--- config.mk ---
export PLATFORM = sky130hd
export DESIGN_NAME = hsba_queue
export DESIGN_NICKNAME = d
export VERILOG_FILES = /design/src/rtl/hsba_pkg.sv /design/src/rtl/hsba_queue.sv
export SDC_FILE = /design/constraint.sdc
export NUM_CORES = 1
export LEC_CHECK = 0
export BUFFER_PORTS_ARGS = -buffer_cell sky130_fd_sc_hd__buf_2
export CELL_PAD_IN_SITES_DETAIL_PLACEMENT = 2
export CELL_PAD_IN_SITES_GLOBAL_PLACEMENT = 2
export CORE_MARGIN = 4
export CORE_UTILIZATION = 38
export DETAILED_ROUTE_END_ITERATION = 7
export PLACE_DENSITY = 0.78
export SYNTH_ARGS = -nofsm -noshare
export SYNTH_HDL_FRONTEND = slang
export SYNTH_SLANG_ARGS = --single-unit
--- constraint.sdc ---
create_clock -name clock -period 3 [get_ports clock]
set_clock_uncertainty 0.15 [all_clocks]
set_input_delay 0.45 -clock clock [delete_from_list [all_inputs] [get_ports clock]]
set_output_delay 0.45 -clock clock [all_outputs]
set_load 0.01 [all_outputs]
--- src/rtl/hsba_pkg.sv ---
// Shared constants, types and tables for the HSL band adjuster.
package hsba_pkg;

   localparam int NUM_BANDS            = 8;
   localparam int BAND_IDX_W           = $clog2(NUM_BANDS);
   localparam int WEIGHT_FRAC_BITS_DEF = 16;
   localparam int TABLE_FRAC_BITS      = 16;
   localparam int TABLE_LEN            = 45;
   localparam int QUOT_BITS            = 9;
   localparam int HUE_MAX              = 180;
   localparam int BYTE_MAX             = 255;
   localparam int HALF_TURN            = 180;
   localparam int FULL_TURN            = 360;
   localparam int HUE_LIM              = 120;
   localparam int SL_LIM               = 127;
   localparam int HUE_SCALE            = 8;
   localparam int LUM_SCALE            = 254;
   localparam int SAT_SCALE            = 127;
   localparam int CSR_W                = 24;

   // Pixel as it travels: raw bytes plus hue folded into 0..179
   typedef struct packed {
      logic [7:0] hue;
      logic [7:0] light;
      logic [7:0] sat;
      logic [7:0] hue_norm;
   } pix_type;

   // Per-request flags carried alongside the divider
   typedef struct packed {
      pix_type pix;
      logic    fallback;
      logic    np_hue;
      logic    np_light;
      logic    np_sat;
   } side_type;

   // Band centers in degrees
   function automatic logic [8:0] band_center(input logic [BAND_IDX_W-1:0] idx);
      logic [8:0] c;
      unique case (idx)
         3'd0:    c = 9'd0;
         3'd1:    c = 9'd45;
         3'd2:    c = 9'd90;
         3'd3:    c = 9'd150;
         3'd4:    c = 9'd195;
         3'd5:    c = 9'd240;
         3'd6:    c = 9'd285;
         default: c = 9'd315;
      endcase
      return c;
   endfunction

   // Raised-cosine weight, Q1.16, by angular distance in degrees
   function automatic logic [16:0] cos_weight(input logic [5:0] d);
      logic [16:0] w;
      unique case (d)
         6'd0:  w = 17'd65536;  6'd1:  w = 17'd65456;  6'd2:  w = 17'd65217;
         6'd3:  w = 17'd64820;  6'd4:  w = 17'd64267;  6'd5:  w = 17'd63560;
         6'd6:  w = 17'd62703;  6'd7:  w = 17'd61700;  6'd8:  w = 17'd60557;
         6'd9:  w = 17'd59278;  6'd10: w = 17'd57870;  6'd11: w = 17'd56339;
         6'd12: w = 17'd54694;  6'd13: w = 17'd52942;  6'd14: w = 17'd51092;
         6'd15: w = 17'd49152;  6'd16: w = 17'd47133;  6'd17: w = 17'd45043;
         6'd18: w = 17'd42894;  6'd19: w = 17'd40695;  6'd20: w = 17'd38458;
         6'd21: w = 17'd36193;  6'd22: w = 17'd33912;  6'd23: w = 17'd31624;
         6'd24: w = 17'd29343;  6'd25: w = 17'd27078;  6'd26: w = 17'd24841;
         6'd27: w = 17'd22642;  6'd28: w = 17'd20493;  6'd29: w = 17'd18403;
         6'd30: w = 17'd16384;  6'd31: w = 17'd14444;  6'd32: w = 17'd12594;
         6'd33: w = 17'd10842;  6'd34: w = 17'd9197;   6'd35: w = 17'd7666;
         6'd36: w = 17'd6258;   6'd37: w = 17'd4979;   6'd38: w = 17'd3836;
         6'd39: w = 17'd2833;   6'd40: w = 17'd1976;   6'd41: w = 17'd1269;
         6'd42: w = 17'd716;    6'd43: w = 17'd319;    6'd44: w = 17'd80;
         default: w = '0;
      endcase
      return w;
   endfunction

   // Hue shift field, clamped to +-120 quarter-degrees
   function automatic logic signed [7:0] hue_field(input logic [CSR_W-1:0] r);
      logic signed [7:0] x;
      x = $signed(r[7:0]);
      if (x > 8'sd120) x = 8'(HUE_LIM);
      else if (x < -8'sd120) x = -8'(HUE_LIM);
      return x;
   endfunction

   // Saturation / lightness field, -128 folds to -127
   function automatic logic signed [7:0] sl_field(input logic [7:0] v);
      logic signed [7:0] x;
      x = $signed(v);
      if (x < -8'sd127) x = -8'(SL_LIM);
      return x;
   endfunction

endpackage

--- src/rtl/hsba_queue.sv ---
// Two-entry request queue between the front end and the arithmetic back end.
module hsba_queue #(
   parameter int DW = 32
) (
   input  logic          clock,
   input  logic          reset,
   input  logic          push,
   input  logic [DW-1:0] push_data,
   output logic          pop_valid,
   output logic [DW-1:0] pop_data
);
   import hsba_pkg::*;

   logic [DW-1:0] mem [2];
   logic          wr_ptr_ff, wr_ptr_in;
   logic          rd_ptr_ff, rd_ptr_in;
   logic [1:0]    count_ff, count_in;
   logic          pop;

   // back end always drains, so a nonempty head pops at once
   always_comb begin
      pop       = (count_ff != 2'd0);
      wr_ptr_in = push ? ~wr_ptr_ff : wr_ptr_ff;
      rd_ptr_in = pop  ? ~rd_ptr_ff : rd_ptr_ff;
      count_in  = count_ff + 2'(push) - 2'(pop);
   end

   always_ff @(posedge clock) begin
      if (reset) begin
         wr_ptr_ff <= 1'b0;
         rd_ptr_ff <= 1'b0;
         count_ff  <= 2'd0;
      end else begin
         wr_ptr_ff <= wr_ptr_in;
         rd_ptr_ff <= rd_ptr_in;
         count_ff  <= count_in;
      end
      if (push) begin
         mem[wr_ptr_ff] <= push_data;
      end
   end

   assign pop_valid = pop;
   assign pop_data  = mem[rd_ptr_ff];

endmodule

==> results of run 1 <==
Yosys cell counts, drive strengths merged:
library cell and instances:
edfxtp 64, nor3 3, dfxtp 5, or2 1, xnor2 1, o21a 1, nand3b 1, nor2 1
nor2b 3, and2 1, buf 4, a21oi 1, ha 1, a21bo 1, mux2 32
stage by stage:
step	hold slack, ps	util (%)	instances	worst slack, ps	power, mW
6_report	147.8	49.06	297	566.6	2.286
3_3_place_gp	368.7	45.45	281	999.3	1.368
3_5_place_dp	426.3	45.45	281	906.2	1.390
4_1_cts	130.2	49.06	297	517.8	2.318
2_1_floorplan	346.5	-	120	527.5	1.292
5_1_grt	130.4	49.06	297	504.5	2.376
flip-flops by register name, summed over array words and instances (netlist names), named ones only:
name       flops
count_ff       2
mem           64
wr_ptr_ff      1
rd_ptr_ff      1
power groups by stage:
stage	combinational, mW	clock [mW]	sequential (mW)
floorplan	0.144	0	1.15
global placement	0.211	0	1.16
detailed placement	0.224	0	1.17
CTS	0.226	0.945	1.15
global route	0.236	0.989	1.15
finish	0.219	0.922	1.14
final cells by class:
class | instances | share of cell area (%)
clock buffer | 9 | 3.716
multi-input combinational | 47 | 17.45
clock inverter | 7 | 3.641
tap | 96 | 3.604
sequential | 69 | 60.70
timing repair buffer | 69 | 10.89
how the worst max path moves through the flow:
stage	endpoint	from
floorplan	mem[0][0]	push
global placement	pop_data[31]	flop
detailed placement	pop_data[31]	flop
CTS	pop_data[31]	flop
global route	pop_data[31]	flop
finish	pop_data[31]	flop
cell families after synthesis:
family / Yosys count / share of synthesized area [%]
multiplexers: 32 / 17.73
flip-flops: 69 / 75.80
XOR/XNOR: 1 / 0.3284
AO/OA/AOI/OAI: 3 / 0.8442
adder cells (fa/ha/maj): 1 / 0.4690
AND/OR/NAND/NOR: 10 / 2.158
buffers and inverters: 4 / 2.674
layer usage:
layer	track usage [%]	wire length [microns]	up-vias	share of wire [%]
met5	0	0	-	0
met4	7.054	106	0	1.7
met3	3.117	204	9	3.3
met2	27.02	3308	36	54
met1	18.10	2511	681	41
li1	-	-	619	-
==> run metrics, run 1 <==
die area 8424 sq um; synth top area cells edfxtp_1, mux2_4, dfxtp_1; r2r worst-path depth 1; Max Clk Rate 410.9 MHz; PostCTS Resize Cnt 0; vias per cell 4.529; combinational power share 9.6%; hold wc startpoint push_data[17]; Initial Util 39.26%; post-synthesis sequential area ratio 75.80%; Data required, critical path 2400 ps; hpwl dp 4175 microns; Area Growth Syn to Fin 24.95%; WL/cell 20.64 microns; status completed; final worst-path cycle share 81.11%; first-pass GRT wire length 9384 microns; CTS root buffer clkbuf_8; DRT Pass-1 Iters 4; worst r2r dst mem[0][0]; worst skew pair latency 330 ps; # hold bufs at CTS 0; port bufs 67; WHS Path Cells 1; FF+latch area 2023 sq um; htree depth 3; CP Data Arrival Time 1830 ps; Peak VDD IR 0.0002505 V; Reg clk slew, reported paths 80 ps; worst-path cell chain buf_12 -> mux2_2 -> buf_2; sw frac 21.90%; leading area contributor after synthesis edfxtp_1; post-layout min period 2433 ps; diode count 0; crit end category output port; RSZ-0062 raised after global routing false; Synth top area share 72.05%; critical path's slowest cell dfxtp_2; WP depth 3; most frequent cells in the layout buf_2, edfxtp_1, mux2_4, clkbuf_8, dfxtp_1; syn_nets 156; WL final 6131 microns; Slew Limit Fails 0; routability congestion estimate from global placement 0.6832; Overflow after GRT 0; Mean Syn Cell Area 22.23 sq um; worst-path fanout max 17; Netlist cell types 17; Nets 232; DRC Markers 0; num ports 68; sw power 0.5005 mW; crit start category flop; Max Cap Violations 0; clk buf depth 2; leading cell type in the layout, fill and taps excluded buf_2; Worst Path Buf+Inv 2; cell family with most CP delay flip-flops; Final Cell Area 3333 sq um; clk sink count 69; pin count of the biggest net entering global routing 33; DIE HEIGHT 91.79 microns; Final TNS setup 0 ps; gr usage total 15.40%; initial antenna violation count 0; Setup violations, final 0; Hold EP mem[0][17]; flop-to-flop setup slack 1330 ps; sequential power share 50.1%; Core ar. 6794 sq um; Leak 1.316 nW; cell count after synthesis 120; CP peak stage delay 720 ps; Reg-to-Reg Start wr_ptr_ff; Seq cells post-synth 69; footprint of the multi-input gates 581.8 sq um; Die W 91.79 microns; Hold/Removal Path Class primary input to flop; row count 30; vias post-DR 1345; Post-CTS Setup Repair Bufs 0; TritonCTS clock tree built; Max-slew headroom 34.19%; Layout fillers 630; Initial DRC Count 87; Yosys warning total 0; share of layout cells above drive strength 1 60.20%; DRT antenna net count 0; vias in the first global route 1578; internal power 1.785 mW; part of the power in the clock network 40.3%; Power Density 685.7 nW/um^2; cts bufs inserted 9; Worst Tran Pin Value 985.0 ps; critical path class flop to output port; final hold violations 0; mapped cell area 2668 sq um; placed cell area 3088 sq um
Power figures use the tool's default switching activity.
==> inputs of run 2 (changes only) <==
==> constraint.sdc (replaced) <==
create_clock -name clock -period 2.5 [get_ports clock]
set_clock_uncertainty 0.15 [all_clocks]
set_input_delay 0.375 -clock clock [delete_from_list [all_inputs] [get_ports clock]]
set_output_delay 0.375 -clock clock [all_outputs]
set_load 0.01 [all_outputs]
==> run metrics, run 2 (synthesized netlist as in run 1, its figures left out) <==
Post-CTS Setup Repair Bufs 0 (unchanged); WL final 6068 microns (was 6131 microns); met1 wire length 2230 microns (was 2511 microns); Top Registers mem: 64 flops, count_ff: 2 flops (unchanged); final hold violations 0 (unchanged); vias per cell 4.532 (was 4.529); Initial Util 39.26% (unchanged); CP Data Arrival Time 1670 ps (was 1830 ps); Final TNS setup 0 ps (unchanged); Nets 234 (was 232); # hold bufs at CTS 0 (unchanged); Area Growth Syn to Fin 25.75% (was 24.95%); TritonCTS clock tree built (unchanged); sw frac 21.58% (was 21.90%); status completed (unchanged); Hold/Removal Path Class primary input to flop (unchanged); WL/cell 20.29 microns (was 20.64 microns); DRC Markers 0 (unchanged); initial antenna violation count 0 (unchanged); Max-slew headroom 67.93% (was 34.19%); row count 30 (unchanged); vias in the first global route 1574 (was 1578); Worst Tran Pin Value 480.1 ps (was 985.0 ps); gr usage total 15.10% (was 15.40%); largest register by flop count mem (unchanged); part of the power in the clock network 39.9% (was 40.3%); Slew Limit Fails 0 (unchanged); Power Density 814.9 nW/um^2 (was 685.7 nW/um^2); Reg clk slew, reported paths 80 ps (about the same); placed cell area 3115 sq um (was 3088 sq um); clk sink count 69 (unchanged); worst-path fanout max 20 (was 17); max reg flops 64 (unchanged); most frequent cells in the layout buf_2, edfxtp_1, mux2_4, clkbuf_8, dfxtp_1 (unchanged); Overflow after GRT 0 (unchanged); Core ar. 6794 sq um (unchanged); combinational power share 10.1% (was 9.6%); Leak 1.324 nW (was 1.316 nW); port bufs 67 (unchanged); hpwl dp 4214 microns (was 4175 microns); DRT Pass-1 Iters 4 (unchanged); Max Clk Rate 456.4 MHz; final worst-path cycle share 87.64%; pin count of the biggest net entering global routing 21 (was 33); Setup violations, final 0 (unchanged); PostCTS Resize Cnt 0 (unchanged); Layout fillers 631 (was 630); sw power 0.5898 mW (was 0.5005 mW); clk buf depth 2 (unchanged); DIE HEIGHT 91.79 microns (unchanged); share of layout cells above drive strength 1 60.10% (was 60.20%); routability congestion estimate from global placement 0.6631 (was 0.6832); vias post-DR 1355 (was 1345); crit end category output port (unchanged); CTS root buffer clkbuf_8 (unchanged); crit start category flop (unchanged); first-pass GRT wire length 9135 microns (was 9384 microns); uppermost layer routed met4 (unchanged); cts bufs inserted 9 (unchanged); Die W 91.79 microns (unchanged); FF+latch area 2023 sq um (unchanged); leading cell type in the layout, fill and taps excluded buf_2 (unchanged); Initial DRC Count 66 (was 87); critical path class flop to output port (unchanged); htree depth 3 (unchanged); DRT antenna net count 0 (unchanged); worst skew pair latency 330 ps (about the same); footprint of the multi-input gates 581.8 sq um (unchanged); Final Cell Area 3354 sq um (was 3333 sq um); Data required, critical path 1980 ps (was 2400 ps); metal2 WL 3478 microns (was 3308 microns); num ports 68 (unchanged); diode count 0 (unchanged); internal power 2.144 mW (was 1.785 mW); RSZ-0062 raised after global routing false (unchanged); post-layout min period 2191 ps; Peak VDD IR 0.0003563 V (was 0.0002505 V); Max Cap Violations 0 (unchanged); WL met3 200 microns (was 204 microns); die area 8424 sq um (unchanged); sequential power share 50.1% (about the same)
-- run 2: changes by cell type in the layout (fill, tap and decap cells not counted) --
| cell | previous run | this run |
|---|---|---|
| buf_12 | 1 | 2 |
| buf_4 | 1 | 2 |
| clkbuf_1 | 0 | 1 |
| clkinv_4 | 2 | 1 |
| clkinvlp_4 | 0 | 1 |
| inv_6 | 1 | 0 |
-- run 2: layer usage --
layer	vias to the layer above	global-route usage [%]
met4	0	8.540
met1	690	15.12
met5	-	0
li1	620	-
met3	9	3.692
met2	36	28.18
-- run 2: through the flow --
stage          worst slack, ps  hold slack (ps)  power [mW]  util, %  std cells
2_1_floorplan            102.5            294.1       1.551        -        120
3_3_place_gp             688.4            366.7       1.648    45.86        283
3_5_place_dp             644.7            421.2       1.672    45.86        283
4_1_cts                  275.0            54.94       2.769    49.37        299
5_1_grt                  234.1            52.22       2.838    49.37        299
6_report                 309.1            73.11       2.733    49.37        299
-- run 2: area by class of cell --
type | count | area share (%)
multi-input cells | 47 | 17.34
clock buffers | 10 | 3.805
flip-flops and latches | 69 | 60.31
well taps | 96 | 3.581
clock inverters | 6 | 3.320
repair buffers | 71 | 11.64
-- run 2: power by group through the flow --
| stage | Sequential [mW] | Combinational (mW) | Clock [mW] |
|---|---|---|---|
| after global routing | 1.38 | 0.293 | 1.17 |
| after CTS | 1.37 | 0.281 | 1.12 |
| after detailed placement | 1.40 | 0.276 | 0 |
| after floorplan | 1.38 | 0.172 | 0 |
| after global placement | 1.39 | 0.262 | 0 |
| final | 1.37 | 0.275 | 1.09 |
-- run 2: worst max-delay path, stage by stage (launching register included) --
cell and delay (ps):
dfxtp_2 600, buf_12 250, mux2_4 320, buf_2 150
-- run 2: final timing paths --
path	from	end	slack, ps	depth (start not counted)
min reg2reg	rd_ptr_ff	rd_ptr_ff	450	2
min	push_data[29]	mem[1][29]	70	1
max reg2reg	wr_ptr_ff	mem[0][7]	1020	2
max	flop	pop_data[12]	310	3
